--- src/rtl/core/mkcc_pkg.sv ---
`timescale 1ns / 1ps

package mkcc_pkg;

   // Request kinds.
   localparam logic [1:0] REQ_KEY   = 2'd0;
   localparam logic [1:0] REQ_TICK  = 2'd1;
   localparam logic [1:0] REQ_DONE  = 2'd2;
   localparam logic [1:0] REQ_ABORT = 2'd3;

   // Key commands.
   localparam logic [2:0] CMD_PLAY      = 3'd0;
   localparam logic [2:0] CMD_STOP      = 3'd1;
   localparam logic [2:0] CMD_PAUSE     = 3'd2;
   localparam logic [2:0] CMD_PLAYPAUSE = 3'd3;
   localparam logic [2:0] CMD_NEXT      = 3'd4;
   localparam logic [2:0] CMD_PREV      = 3'd5;

   // Player states.
   localparam logic [1:0] PS_STOPPED = 2'd0;
   localparam logic [1:0] PS_PLAYING = 2'd1;
   localparam logic [1:0] PS_PAUSED  = 2'd2;

   // Result kinds.
   localparam logic [1:0] EV_SKIP_NEXT = 2'd0;
   localparam logic [1:0] EV_SKIP_PREV = 2'd1;
   localparam logic [1:0] EV_SKIP_END  = 2'd2;
   localparam logic [1:0] EV_DELIVER   = 2'd3;

   // Register indexes on the configuration port.
   localparam int unsigned CSR_INDEX_W = 3;
   localparam logic [CSR_INDEX_W-1:0] CSR_DEFAULT_IVL = 3'd0;
   localparam logic [CSR_INDEX_W-1:0] CSR_SKIP_IVL    = 3'd1;
   localparam logic [CSR_INDEX_W-1:0] CSR_PAUSE_IVL   = 3'd2;
   localparam logic [CSR_INDEX_W-1:0] CSR_PLAY_IVL    = 3'd3;
   localparam logic [CSR_INDEX_W-1:0] CSR_REPLAY_THR  = 3'd4;

   localparam int unsigned IVL_W  = 24;
   localparam int unsigned POS_W  = 31;
   localparam int unsigned CSR_W  = 31;

   localparam logic [IVL_W-1:0] DEFAULT_IVL_RST = 24'd500000;
   localparam logic [IVL_W-1:0] SKIP_IVL_RST    = 24'd200000;
   localparam logic [IVL_W-1:0] PAUSE_IVL_RST   = 24'd100000;
   localparam logic [IVL_W-1:0] PLAY_IVL_RST    = 24'd10;
   localparam logic [POS_W-1:0] REPLAY_THR_RST  = 31'd3000;

   localparam logic signed [7:0] OFFSET_MAX = 8'sh7f;
   localparam logic signed [7:0] OFFSET_MIN = 8'sh80;

   // Output queue depth in result beats.
   localparam int unsigned QUEUE_DEPTH = 4;
   localparam int unsigned QUEUE_AW    = $clog2(QUEUE_DEPTH);

   typedef struct packed {
      logic [1:0]       req_type;
      logic [2:0]       key_cmd;
      logic [1:0]       player_state;
      logic [POS_W-1:0] play_position;
   } req_item_type;

   typedef struct packed {
      logic [1:0]        event_kind;
      logic [1:0]        target_state;
      logic signed [7:0] track_offset;
      logic [POS_W-1:0]  target_position;
      logic              last_of_run;
   } rsp_item_type;

   typedef struct packed {
      logic [IVL_W-1:0] default_interval;
      logic [IVL_W-1:0] skip_interval;
      logic [IVL_W-1:0] pause_interval;
      logic [IVL_W-1:0] play_interval;
      logic [POS_W-1:0] replay_threshold;
   } cfg_type;

   // Up to two result beats produced by one item, first beat first.
   typedef struct packed {
      logic [1:0]   count;
      rsp_item_type first;
      rsp_item_type second;
   } res_pair_type;

endpackage

--- src/rtl/core/mkcc_if.sv ---
`timescale 1ns / 1ps

interface mkcc_req_if;
   import mkcc_pkg::*;

   logic             valid;
   logic             ready;
   logic [1:0]       req_type;
   logic [2:0]       key_cmd;
   logic [1:0]       player_state;
   logic [POS_W-1:0] play_position;

   modport source (output valid, output req_type, output key_cmd, output player_state,
                   output play_position, input ready);
   modport sink   (input valid, input req_type, input key_cmd, input player_state,
                   input play_position, output ready);
endinterface

interface mkcc_rsp_if;
   import mkcc_pkg::*;

   logic              valid;
   logic              ready;
   logic [1:0]        event_kind;
   logic [1:0]        target_state;
   logic signed [7:0] track_offset;
   logic [POS_W-1:0]  target_position;
   logic              last_of_run;

   modport source (output valid, output event_kind, output target_state,
                   output track_offset, output target_position, output last_of_run,
                   input ready);
   modport sink   (input valid, input event_kind, input target_state,
                   input track_offset, input target_position, input last_of_run,
                   output ready);
endinterface

--- src/rtl/core/media_key_command_coalescer_top.sv ---
`timescale 1ns / 1ps

// Media key command coalescer. Key beats (play, stop, pause, play/pause, next,
// previous) are merged into one pending event that carries a target player state,
// a saturating signed track offset and a position to restore. A play key while
// playing or a pause key while paused cancels the event; any other key, with the
// client idle, restarts a countdown whose length the opening key of the event
// selects from the interval registers; tick beats count it down, and on expiry with
// the client idle the block emits an optional skip-end notice followed by the event.
// A next key, and a previous key that skips back rather than rewinding the track,
// emits a notice beat at once. A completion beat frees the client and re-arms the
// countdown for a still pending event; an abort beat clears all engine state. The
// block accepts one request beat per clock while the queue has room. A beat is
// captured in an input register; its results go into a four-entry output queue that
// drives the response channel. The input register advances only while the queue has
// room for two beats, so a stalled response side stops request acceptance once the
// queue holds three or more results and a beat is waiting in the input register.
// Configuration writes take effect at the clock edge on which csr_we is high.

module media_key_command_coalescer_top (
   input  logic                           clock,
   input  logic                           reset,
   mkcc_req_if.sink                       req_ch,
   mkcc_rsp_if.source                     rsp_ch,
   input  logic                           csr_we,
   input  logic [mkcc_pkg::CSR_INDEX_W-1:0] csr_index,
   input  logic [mkcc_pkg::CSR_W-1:0]     csr_wdata
);
   import mkcc_pkg::*;

   cfg_type       cfg_ff, cfg_in;
   logic          in_valid_ff, in_valid_in;
   req_item_type  in_item_ff;
   req_item_type  req_item;
   logic          room_for_two;
   logic          advance;
   logic          req_fire;
   res_pair_type  res;
   rsp_item_type  head;
   logic          head_valid;

   // Configuration registers.
   always_comb begin
      cfg_in = cfg_ff;
      if (csr_we) begin
         unique case (csr_index)
            CSR_DEFAULT_IVL: cfg_in.default_interval = csr_wdata[IVL_W-1:0];
            CSR_SKIP_IVL:    cfg_in.skip_interval    = csr_wdata[IVL_W-1:0];
            CSR_PAUSE_IVL:   cfg_in.pause_interval   = csr_wdata[IVL_W-1:0];
            CSR_PLAY_IVL:    cfg_in.play_interval    = csr_wdata[IVL_W-1:0];
            CSR_REPLAY_THR:  cfg_in.replay_threshold = csr_wdata[POS_W-1:0];
            default: begin
            end
         endcase
      end
   end

   always_ff @(posedge clock) begin
      if (reset) begin
         cfg_ff.default_interval <= DEFAULT_IVL_RST;
         cfg_ff.skip_interval    <= SKIP_IVL_RST;
         cfg_ff.pause_interval   <= PAUSE_IVL_RST;
         cfg_ff.play_interval    <= PLAY_IVL_RST;
         cfg_ff.replay_threshold <= REPLAY_THR_RST;
      end else begin
         cfg_ff <= cfg_in;
      end
   end

   // Input register: the held beat moves into the engine whenever the output
   // queue can absorb the two results it might produce.
   assign advance      = in_valid_ff && room_for_two;
   assign req_ch.ready = !in_valid_ff || advance;
   assign req_fire     = req_ch.valid && req_ch.ready;

   assign req_item.req_type      = req_ch.req_type;
   assign req_item.key_cmd       = req_ch.key_cmd;
   assign req_item.player_state  = req_ch.player_state;
   assign req_item.play_position = req_ch.play_position;

   always_comb begin
      in_valid_in = in_valid_ff;
      if (req_fire) begin
         in_valid_in = 1'b1;
      end else if (advance) begin
         in_valid_in = 1'b0;
      end
   end

   always_ff @(posedge clock) begin
      if (reset) begin
         in_valid_ff <= 1'b0;
      end else begin
         in_valid_ff <= in_valid_in;
      end
   end

   always_ff @(posedge clock) begin
      if (req_fire) begin
         in_item_ff <= req_item;
      end
   end

   mkcc_engine u_engine (
      .clock (clock),
      .reset (reset),
      .fire  (advance),
      .item  (in_item_ff),
      .cfg   (cfg_ff),
      .res   (res)
   );

   mkcc_out_queue u_queue (
      .clock        (clock),
      .reset        (reset),
      .push         (res),
      .room_for_two (room_for_two),
      .head_valid   (head_valid),
      .head         (head),
      .pop          (rsp_ch.ready)
   );

   assign rsp_ch.valid           = head_valid;
   assign rsp_ch.event_kind      = head.event_kind;
   assign rsp_ch.target_state    = head.target_state;
   assign rsp_ch.track_offset    = head.track_offset;
   assign rsp_ch.target_position = head.target_position;
   assign rsp_ch.last_of_run     = head.last_of_run;

   a_hold_when_full: assert property (@(posedge clock) disable iff (reset)
      (in_valid_ff && !room_for_two) |=> in_valid_ff)
      else $error("held request beat dropped while the queue was full");

   a_ready_when_empty: assert property (@(posedge clock) disable iff (reset)
      !in_valid_ff |-> req_ch.ready)
      else $error("request side stalled with an empty input register");

   a_capture: assert property (@(posedge clock) disable iff (reset)
      req_fire |=> (in_valid_ff && in_item_ff == $past(req_item)))
      else $error("accepted request beat not captured");

endmodule

--- src/rtl/core/mkcc_out_queue.sv ---
`timescale 1ns / 1ps

module mkcc_out_queue (
   input  logic                  clock,
   input  logic                  reset,
   input  mkcc_pkg::res_pair_type push,
   output logic                  room_for_two,
   output logic                  head_valid,
   output mkcc_pkg::rsp_item_type head,
   input  logic                  pop
);
   import mkcc_pkg::*;

   rsp_item_type          mem_ff [QUEUE_DEPTH];
   logic [QUEUE_AW-1:0]   rd_ptr_ff, rd_ptr_in;
   logic [QUEUE_AW-1:0]   wr_ptr_ff, wr_ptr_in;
   logic [QUEUE_AW:0]     count_ff, count_in;
   logic [QUEUE_AW-1:0]   wr_next;
   logic                  do_pop;

   assign head_valid   = (count_ff != '0);
   assign head         = mem_ff[rd_ptr_ff];
   assign room_for_two = (count_ff <= (QUEUE_AW+1)'(QUEUE_DEPTH - 2));
   assign do_pop       = pop && head_valid;
   assign wr_next      = wr_ptr_ff + QUEUE_AW'(1);

   always_comb begin
      rd_ptr_in = rd_ptr_ff + QUEUE_AW'(do_pop);
      wr_ptr_in = wr_ptr_ff + QUEUE_AW'(push.count);
      count_in  = count_ff + (QUEUE_AW+1)'(push.count) - (QUEUE_AW+1)'(do_pop);
   end

   always_ff @(posedge clock) begin
      if (reset) begin
         rd_ptr_ff <= '0;
         wr_ptr_ff <= '0;
         count_ff  <= '0;
      end else begin
         rd_ptr_ff <= rd_ptr_in;
         wr_ptr_ff <= wr_ptr_in;
         count_ff  <= count_in;
      end
   end

   always_ff @(posedge clock) begin
      if (push.count != 2'd0) begin
         mem_ff[wr_ptr_ff] <= push.first;
      end
      if (push.count == 2'd2) begin
         mem_ff[wr_next] <= push.second;
      end
   end

   a_count_bound: assert property (@(posedge clock) disable iff (reset)
      count_ff <= (QUEUE_AW+1)'(QUEUE_DEPTH))
      else $error("output queue overfilled");

   a_pair_counted: assert property (@(posedge clock) disable iff (reset)
      (push.count == 2'd2 && !do_pop) |=> count_ff == $past(count_ff) + 2)
      else $error("two-beat push not counted");

   a_pop_nonempty: assert property (@(posedge clock) disable iff (reset)
      (push.count == 2'd0 && do_pop) |=> count_ff == $past(count_ff) - 1)
      else $error("pop not counted");

endmodule

--- src/rtl/core/mkcc_engine.sv ---
`timescale 1ns / 1ps

module mkcc_engine (
   input  logic                  clock,
   input  logic                  reset,
   input  logic                  fire,
   input  mkcc_pkg::req_item_type item,
   input  mkcc_pkg::cfg_type      cfg,
   output mkcc_pkg::res_pair_type res
);
   import mkcc_pkg::*;

   logic              pending_ff, pending_in;
   logic              busy_ff, busy_in;
   logic              nav_ff, nav_in;
   logic signed [7:0] offset_ff, offset_in;
   logic [1:0]        pstate_ff, pstate_in;
   logic [POS_W-1:0]  ppos_ff, ppos_in;
   logic [IVL_W-1:0]  interval_ff, interval_in;
   logic              running_ff, running_in;
   logic [IVL_W-1:0]  left_ff, left_in;

   always_comb begin
      logic              neutral;
      logic              was_pending;
      logic              restart;
      logic [POS_W-1:0]  cmp_pos;
      pending_in  = pending_ff;
      busy_in     = busy_ff;
      nav_in      = nav_ff;
      offset_in   = offset_ff;
      pstate_in   = pstate_ff;
      ppos_in     = ppos_ff;
      interval_in = interval_ff;
      running_in  = running_ff;
      left_in     = left_ff;
      res         = '0;
      neutral     = (item.key_cmd > CMD_PREV)
                 || (item.key_cmd == CMD_PLAY  && item.player_state == PS_PLAYING)
                 || (item.key_cmd == CMD_PAUSE && item.player_state == PS_PAUSED);
      was_pending = pending_ff;
      restart     = 1'b0;
      cmp_pos     = '0;

      case (item.req_type)
         REQ_KEY: begin
            if (neutral) begin
               pending_in = 1'b0;
               running_in = 1'b0;
            end else begin
               interval_in = cfg.default_interval;
               running_in  = 1'b0;
               pending_in  = 1'b1;
               if (!pending_ff) begin
                  offset_in = '0;
                  pstate_in = item.player_state;
                  nav_in    = 1'b0;
               end
               // The compared position is the request's own until the first navigation key, then the stored one.
               cmp_pos = (pending_ff && nav_ff) ? ppos_ff : item.play_position;
               case (item.key_cmd)
                  CMD_NEXT: begin
                     if (offset_in != OFFSET_MAX) begin
                        offset_in = offset_in + 8'sd1;
                     end
                     nav_in          = 1'b1;
                     res.count       = 2'd1;
                     res.first.event_kind  = EV_SKIP_NEXT;
                     res.first.last_of_run = 1'b1;
                     if (!was_pending) begin
                        interval_in = cfg.skip_interval;
                     end
                  end
                  CMD_PREV: begin
                     if (!nav_in && (item.player_state == PS_PLAYING ||
                                     item.player_state == PS_PAUSED) &&
                         cmp_pos > cfg.replay_threshold) begin
                        restart = 1'b1;
                     end else begin
                        res.count             = 2'd1;
                        res.first.event_kind  = EV_SKIP_PREV;
                        res.first.last_of_run = 1'b1;
                        if (offset_in != OFFSET_MIN) begin
                           offset_in = offset_in - 8'sd1;
                        end
                     end
                     nav_in = 1'b1;
                  end
                  CMD_PLAY: begin
                     pstate_in = PS_PLAYING;
                     if (!was_pending) begin
                        interval_in = cfg.play_interval;
                     end
                  end
                  CMD_PAUSE: begin
                     if (pstate_in == PS_PLAYING) begin
                        pstate_in = PS_PAUSED;
                        if (!was_pending) begin
                           interval_in = cfg.pause_interval;
                        end
                     end
                  end
                  CMD_PLAYPAUSE: begin
                     if (pstate_in == PS_PLAYING) begin
                        pstate_in = PS_PAUSED;
                        if (!was_pending) begin
                           interval_in = cfg.pause_interval;
                        end
                     end else begin
                        pstate_in = PS_PLAYING;
                        if (!was_pending) begin
                           interval_in = cfg.play_interval;
                        end
                     end
                  end
                  default: begin
                     pstate_in = PS_STOPPED;
                  end
               endcase
               ppos_in = (offset_in != 8'sd0 || restart) ? '0 : item.play_position;
               if (!busy_ff) begin
                  running_in = 1'b1;
                  left_in    = interval_in;
               end
            end
         end
         REQ_TICK: begin
            if (running_ff) begin
               if (left_ff > IVL_W'(1)) begin
                  left_in = left_ff - IVL_W'(1);
               end else begin
                  running_in = 1'b0;
                  left_in    = '0;
                  if (!busy_ff && pending_ff) begin
                     pending_in = 1'b0;
                     busy_in    = 1'b1;
                     if (nav_ff) begin
                        res.count                    = 2'd2;
                        res.first.event_kind         = EV_SKIP_END;
                        res.second.event_kind        = EV_DELIVER;
                        res.second.target_state      = pstate_ff;
                        res.second.track_offset      = offset_ff;
                        res.second.target_position   = ppos_ff;
                        res.second.last_of_run       = 1'b1;
                     end else begin
                        res.count                    = 2'd1;
                        res.first.event_kind         = EV_DELIVER;
                        res.first.target_state       = pstate_ff;
                        res.first.track_offset       = offset_ff;
                        res.first.target_position    = ppos_ff;
                        res.first.last_of_run        = 1'b1;
                     end
                  end
               end
            end
         end
         REQ_DONE: begin
            busy_in = 1'b0;
            if (pending_ff && !running_ff) begin
               running_in = 1'b1;
               left_in    = interval_ff;
            end
         end
         default: begin
            pending_in  = 1'b0;
            busy_in     = 1'b0;
            nav_in      = 1'b0;
            offset_in   = '0;
            pstate_in   = '0;
            ppos_in     = '0;
            interval_in = '0;
            running_in  = 1'b0;
            left_in     = '0;
         end
      endcase

      if (!fire) begin
         res.count = 2'd0;
      end
   end

   always_ff @(posedge clock) begin
      if (reset) begin
         pending_ff  <= 1'b0;
         busy_ff     <= 1'b0;
         nav_ff      <= 1'b0;
         offset_ff   <= '0;
         pstate_ff   <= '0;
         ppos_ff     <= '0;
         interval_ff <= '0;
         running_ff  <= 1'b0;
         left_ff     <= '0;
      end else if (fire) begin
         pending_ff  <= pending_in;
         busy_ff     <= busy_in;
         nav_ff      <= nav_in;
         offset_ff   <= offset_in;
         pstate_ff   <= pstate_in;
         ppos_ff     <= ppos_in;
         interval_ff <= interval_in;
         running_ff  <= running_in;
         left_ff     <= left_in;
      end
   end

   a_pair_starts_with_end: assert property (@(posedge clock) disable iff (reset)
      res.count == 2'd2 |-> (res.first.event_kind == EV_SKIP_END &&
                             res.second.event_kind == EV_DELIVER))
      else $error("two-beat run is not skip end then deliver");

   a_deliver_sets_busy: assert property (@(posedge clock) disable iff (reset)
      (fire && item.req_type == REQ_TICK && res.count != 2'd0) |=>
         (busy_ff && !pending_ff && !running_ff))
      else $error("delivery did not mark the client busy");

   a_no_timer_while_busy: assert property (@(posedge clock) disable iff (reset)
      (fire && item.req_type == REQ_KEY && busy_ff) |=> !running_ff)
      else $error("countdown armed while the client is busy");

endmodule
--- src/flat_wrapper.sv ---
// flat-port wrapper written by rule: the top's interface ports become plain ports
module media_key_command_coalescer_top_flat import mkcc_pkg::*;
  (clock, reset, csr_we, csr_index, csr_wdata, req_ch_valid, req_ch_req_type, req_ch_key_cmd, req_ch_player_state, req_ch_play_position, req_ch_ready, rsp_ch_valid, rsp_ch_event_kind, rsp_ch_target_state, rsp_ch_track_offset, rsp_ch_target_position, rsp_ch_last_of_run, rsp_ch_ready);
  mkcc_req_if req_ch_i ();
  mkcc_rsp_if rsp_ch_i ();
  input  logic clock;
  input  logic reset;
  input  logic csr_we;
  input  logic [mkcc_pkg::CSR_INDEX_W-1:0] csr_index;
  input  logic [mkcc_pkg::CSR_W-1:0] csr_wdata;
  input wire logic [$bits(req_ch_i.valid)-1:0] req_ch_valid;
  input wire logic [$bits(req_ch_i.req_type)-1:0] req_ch_req_type;
  input wire logic [$bits(req_ch_i.key_cmd)-1:0] req_ch_key_cmd;
  input wire logic [$bits(req_ch_i.player_state)-1:0] req_ch_player_state;
  input wire logic [$bits(req_ch_i.play_position)-1:0] req_ch_play_position;
  output wire logic [$bits(req_ch_i.ready)-1:0] req_ch_ready;
  output wire logic [$bits(rsp_ch_i.valid)-1:0] rsp_ch_valid;
  output wire logic [$bits(rsp_ch_i.event_kind)-1:0] rsp_ch_event_kind;
  output wire logic [$bits(rsp_ch_i.target_state)-1:0] rsp_ch_target_state;
  output wire logic [$bits(rsp_ch_i.track_offset)-1:0] rsp_ch_track_offset;
  output wire logic [$bits(rsp_ch_i.target_position)-1:0] rsp_ch_target_position;
  output wire logic [$bits(rsp_ch_i.last_of_run)-1:0] rsp_ch_last_of_run;
  input wire logic [$bits(rsp_ch_i.ready)-1:0] rsp_ch_ready;
  assign req_ch_i.valid = req_ch_valid;
  assign req_ch_i.req_type = req_ch_req_type;
  assign req_ch_i.key_cmd = req_ch_key_cmd;
  assign req_ch_i.player_state = req_ch_player_state;
  assign req_ch_i.play_position = req_ch_play_position;
  assign req_ch_ready = req_ch_i.ready;
  assign rsp_ch_valid = rsp_ch_i.valid;
  assign rsp_ch_event_kind = rsp_ch_i.event_kind;
  assign rsp_ch_target_state = rsp_ch_i.target_state;
  assign rsp_ch_track_offset = rsp_ch_i.track_offset;
  assign rsp_ch_target_position = rsp_ch_i.target_position;
  assign rsp_ch_last_of_run = rsp_ch_i.last_of_run;
  assign rsp_ch_i.ready = rsp_ch_ready;
  media_key_command_coalescer_top u_core (.clock(clock), .reset(reset), .req_ch(req_ch_i), .rsp_ch(rsp_ch_i), .csr_we(csr_we), .csr_index(csr_index), .csr_wdata(csr_wdata));
endmodule
--- config.mk ---
export PLATFORM = sky130hd
export DESIGN_NAME = media_key_command_coalescer_top_flat
export DESIGN_NICKNAME = d
export VERILOG_FILES = /design/src/rtl/core/mkcc_pkg.sv /design/src/rtl/core/mkcc_if.sv /design/src/rtl/core/media_key_command_coalescer_top.sv /design/src/rtl/core/mkcc_out_queue.sv /design/src/rtl/core/mkcc_engine.sv /design/src/flat_wrapper.sv
export SDC_FILE = /design/constraint.sdc
export NUM_CORES = 1
export LEC_CHECK = 0
export ABC_CLOCK_PERIOD_IN_PS = 7800
export BUFFER_PORTS_ARGS = -buffer_cell sky130_fd_sc_hd__buf_2
export CORE_MARGIN = 4
export CORE_UTILIZATION = 45
export CTS_BUF_LIST = sky130_fd_sc_hd__clkbuf_8
export CTS_CLUSTER_DIAMETER = 120
export DETAILED_ROUTE_END_ITERATION = 6
export GPL_ROUTABILITY_DRIVEN = 0
export PLACE_DENSITY = 0.6
export SLEW_MARGIN = 5
export SYNTH_ARGS = -nofsm -noshare
export SYNTH_HDL_FRONTEND = slang
export SYNTH_SLANG_ARGS = --single-unit
--- constraint.sdc ---
create_clock -name clock -period 7.8 [get_ports clock]
set_input_delay 1.17 -clock clock [delete_from_list [all_inputs] [get_ports clock]]
set_output_delay 1.17 -clock clock [all_outputs]
set_load 0.03 [all_outputs]
# Word level (Yosys, flattened, before mapping)
# Memories as Yosys holds them, arrays and structs flattened. A register that Yosys moved wholly into a read port is not among the register bits.
# Cells that the tools add are included.
# totals
ram_bits,176
out_inout_bits,46
word_cells,184
ff_bits,266
input_bits,77
memories,1
# memory_table
name,words,word_bits,rd,rd_ports_with_merged_regs,wr,line,rtl
u_core.u_queue.mem_ff,4,44,1,1,2,mkcc_out_queue.sv:14,rsp_item_type mem_ff [QUEUE_DEPTH];
# classes
n_reduce_logical,38
add_sub_neg,8
bitwise_logic,3
eq_ne,22
muxes,86
magnitude_cmp,4
# op_table
cell,n
2-to-1 mux 90 bit,3
2-to-1 mux 24 bit,11
one-hot mux 24 bit (4 select lines),1
2-to-1 mux 31 bit,3
2-to-1 mux 44 bit,2
2-to-1 mux 8 bit,9
one-hot mux 24 bit (3 select lines),1
one-hot mux 31 bit (2 select lines),1
one-hot mux 24 bit (2 select lines),1
2-to-1 mux 42 bit,1
2-to-1 mux 41 bit,1
one-hot mux 8 bit (2 select lines),2
greater-than comparator 31 bit,1
2-to-1 mux 1 bit,29
greater-than comparator 24 x 1 -> 1 bit (second input constant),1
subtractor 24 x 1 -> 24 bit (second input constant),1
2-to-1 mux 2 bit,8
inequality test 8 bit (second input constant),2
AND reduction 5 bit,3
equality test 3 x 2 -> 1 bit (second input constant),4
inequality test 2 bit (second input constant),6
AND reduction 2 bit,6
logical AND 1 bit,10
equality test 3 bit (second input constant),3
other kinds (30),51

# Longest topological paths before layout
# depth
word_depth,18
mapped_depth,19
depth_no_buf,16

# Modules after synthesis
# From an unflattened synthesis, not the netlist that was laid out.
# unflattened
cells_unflattened,2027
hier_area_um2,23108.4
# by_module_without_submodules
module,instances,seq_area_each_um2,cells_each,area_per_inst_um2
mkcc_out_queue,1,5425.2,470,8959.8
mkcc_engine,1,1861.8,1041,7890.1
media_key_command_coalescer_top,1,3703.6,516,6258.5

# Least setup slack after synthesis
# No wires, ideal clock.
# synth_path
path_type,reg2reg
startpoint,register u_core.u_engine.pending_ff
endpoint,memory u_core.u_queue.mem_ff[1][0] in the netlist's numbering (enable)
stages_incl_launch_ff,16
arrival_time_ns,5.126
n_path_buf,3
required_ns,7.354
setup_ns,0.446
synth_period_minus_slack_ns,5.571
setup_slack_ns,2.229
cell_sequence,dfxtp_1 buf_2 clkbuf_1 nand2_1 buf_1 mux2_2 ha_1 nand4_1 nor4_1 a21bo_2 a21oi_1 o21ai_0 a21oi_2 o21ai_0 o21ai_0 nor2_1
# synth_rtl
item,line,rtl
start: declaration,mkcc_engine.sv:13,"logic pending_ff, pending_in;"
start signal: assignment,mkcc_engine.sv:194,pending_ff <= pending_in;
end: declaration,mkcc_out_queue.sv:14,

==> results.md <==
- WP buf/inv: 2
- Chip Width: 223 um
- Root Driver: clkbuf_8
- Net Count, Synth: 2,181
- Die height: 223 um
- Clock Latency Late Sink: 0.64 ns
- CP max FO: 33
- Post-detail-place hpwl: 36.8 mm
- Vias in the first global route: 15,959
- Worst Skew: 0.0256 ns
- Post-synth top flop: dfxtp_1
- Worst path required time: 8.08 ns
- Worst-margin pin slew: 1.22 ns
- Total global-route track usage: 22.8%
- Cell variety after synth: 72
- I/O pins: 123
- Top cells by area, synth: edfxtp_1, dfxtp_1, nand2_1, nor2b_1, mux4_2
- DR vias: 15,974
- Worst hold path type: register to register
- Unrepaired setup endpoints after global routing: false
- Die area: 49,600 um^2
- Status: finished clean
- Site row count: 78
- Final setup fails: 0
- Routed Wire Length: 57.0 mm
- Max VDD drop: 0.000161 V
- Yosys reg bits: 442
- Total setup buffers inserted after CTS: 0
- Placed instance area: 21,800 um^2
- Crit path top cell by count: buf_4
- Leakage: 7.78 nW
- Design Area, Final: 23,300 um^2
- Final Hold Fails: 0
- Setup TNS: 0 ns
- Most instantiated cells after synthesis: nand2_1, dfxtp_1, edfxtp_1
- Fmax: 185 MHz
- Relative max-transition margin: 18.4%
- Kind of critical path: register to register
- Yosys top cell by area: edfxtp_1
- I/O Buffers: 122
- Final period utilization: 69.5%
- Clock sinks: 442
- Avg WL per Cell: 20.3 um
- Crit end category: register
- Layout cells sized above 1: 15.9%
- YS warnings: 0
- Critical path launch point type: register
- Routed Antenna Nets: 0
- Register area share after synthesis: 52.9%
- Max Slew Vio Count: 0
- Diodes inserted: 0
- CTS-repair resized insts: 0
- Crit-path slowest cell: nor2b_1
- Drt via density: 5.68
- Max Cap Viol: 0
- H-tree level count: 3
- Initial antenna violation count: 1
- Max Buffers Root-to-Sink: 3
- # DRC: 0
- Fin crit period: 5.42 ns
- GRT overflow: 0
- TritonCTS clock tree: yes
- Syn Area/Cell: 10.1 um^2
- Starting Density: 45.6%
- Critical Path Max Stage Delay: 0.79 ns
- CTS Hold Bufs: 0
- Cells after Synth: 2,056
- Critical-path cell list: nand2_1 -> buf_4 -> mux2_2 -> ha_1 -> nand4_1 -> nor4_1 -> nand3b_1 -> a31oi_1 -> o21ai_0 -> a21oi_2 -> nor2b_1 -> nand3_1 -> nand2_2 -> buf_4
- First-pass GRT wire length: 90.0 mm
- Power Dens Cells: 227 nW/um^2
- Util after Layout: 51.3%
- Synthesized area: 20,800 um^2
- Area delta synth->final: 12.4%
- Kind of cell adding the most delay to the critical path: simple AND/OR/NAND/NOR gates
- Core area: 45,500 um^2
- Arrival @ worst endpoint: 5.69 ns
- EDFF count, synth: 214
- Count leader, synth: nand2_1
- Area share of the largest cell type after synthesis: 31.0%
- Starting DRC count in detailed routing: 1,439
- CTS buffer count: 78
- Final hold slack: 0.453 ns
- Largest net degree at the start of global routing: 106
- Drt first pass iters: 5
- Clk slew on worst S/H paths: 0.06 ns
- Nets@finish: 2,273
- FFs w/ async S/R, synth: 0%
[power breakdown]
part / internal (W) / leakage [nW] / switching [W]
Combinational: 0.000279 / 3.39 / 0.000450
Sequential: 0.00248 / 3.53 / 0.0000680
Clock: 0.00107 / 0.866 / 0.000956
Total: 0.00383 / 7.78 / 0.00147
[state kept, by name (all words and copies together), names as in the netlist, 2 cells and up]
name,cells
u_core.u_queue.mem_ff,176
u_core.cfg_ff,127
u_core.in_item_ff,38
u_core.u_engine.ppos_ff,31
u_core.u_engine.interval_ff,24
u_core.u_engine.left_ff,24
u_core.u_engine.offset_ff,8
u_core.u_queue.count_ff,3
u_core.u_engine.pstate_ff,2
u_core.u_queue.rd_ptr_ff,2
u_core.u_queue.wr_ptr_ff,2
[worst reg2reg max path, delay by kind of cell (launching register included)]
family,cells,cell delay [ns]
flops,1,0.33
mux,1,0.41
simple gates,7,2.09
compound gates,3,1.05
buf+inv,2,0.86
fa+ha+maj,1,0.31
[worst paths after layout]
| check | from | endpoint | slack (ns) | cells after the start |
|---|---|---|---|---|
| min | u_core.cfg_ff[13] | u_core.cfg_ff[13] | 0.45 | 2 |
| max | u_core.u_engine.nav_ff | u_core.u_queue.mem_ff[0][16] | 2.38 | 14 |
| min reg2reg | u_core.cfg_ff[13] | u_core.cfg_ff[13] | 0.45 | 2 |
| max reg2reg | u_core.u_engine.nav_ff | u_core.u_queue.mem_ff[0][16] | 2.38 | 14 |
[per-layer routing]
layer	global-route usage [%]	part of all wire [%]	up-vias
li1	-	-	7503
met1	31.3	43	7822
met2	35.9	46	540
met3	5.02	7.6	107
met4	7.62	3.1	2
met5	0	0.014	-
[cell families after synthesis]
| kind of cell | after synthesis | synth area share (%) |
|---|---|---|
| xor+xnor | 25 | 1.05 |
| fa+ha+maj | 48 | 2.93 |
| flops | 442 | 52.9 |
| simple gates | 813 | 18.6 |
| mux | 96 | 7.47 |
| compound gates | 432 | 13.2 |
| buf+inv | 200 | 3.84 |
[layout by cell type (no fill, tap or decap), types with 6 or more instances in the layout]
cell type	netlist	final
mux4_2	44	44
nand3_1	28	28
buf_4	5	28
a31oi_1	7	7
nor3_1	27	26
nand2_1	372	370
nor2_1	131	128
nor2b_1	161	160
nand3b_1	31	31
xnor2_1	18	18
o2bb2ai_1	16	16
or3_1	9	9
edfxtp_1	214	214
clkbuf_8	0	91
a22oi_1	31	31
xor2_1	7	7
dfxtp_1	228	225
mux2i_1	20	20
clkinv_1	1	13
nand2b_1	6	6
a22o_1	31	31
nand4_1	10	10
buf_2	20	121
inv_1	61	90
o21ai_0	70	70
mux2_2	32	32
ha_1	47	47
and3_1	8	8
a21oi_1	189	189
o211ai_1	23	23
a222oi_1	17	17
nor4_1	8	8
[cell type report]
| cell class | count | area (um^2) |
|---|---|---|
| tap | 600 | 751 |
| clock buffer | 91 | 1250 |
| sequential | 442 | 11000 |
| fill | 4185 | 22100 |
| clock inverter | 51 | 233 |
| timing repair buffer | 150 | 827 |
| multi-input combinational | 1414 | 9040 |
| inverter | 62 | 233 |
[metrics by stage]
step	cells	total power, W	setup slack (ns)
floorplan	2056	0.00310	2.23
finish	2810	0.00530	2.38
CTS	2810	0.00536	2.30
detailed placement	2668	0.00333	2.31
global route	2810	0.00555	1.96
global placement	2668	0.00332	2.48
Note: power is estimated with default switching activity, not from simulation.
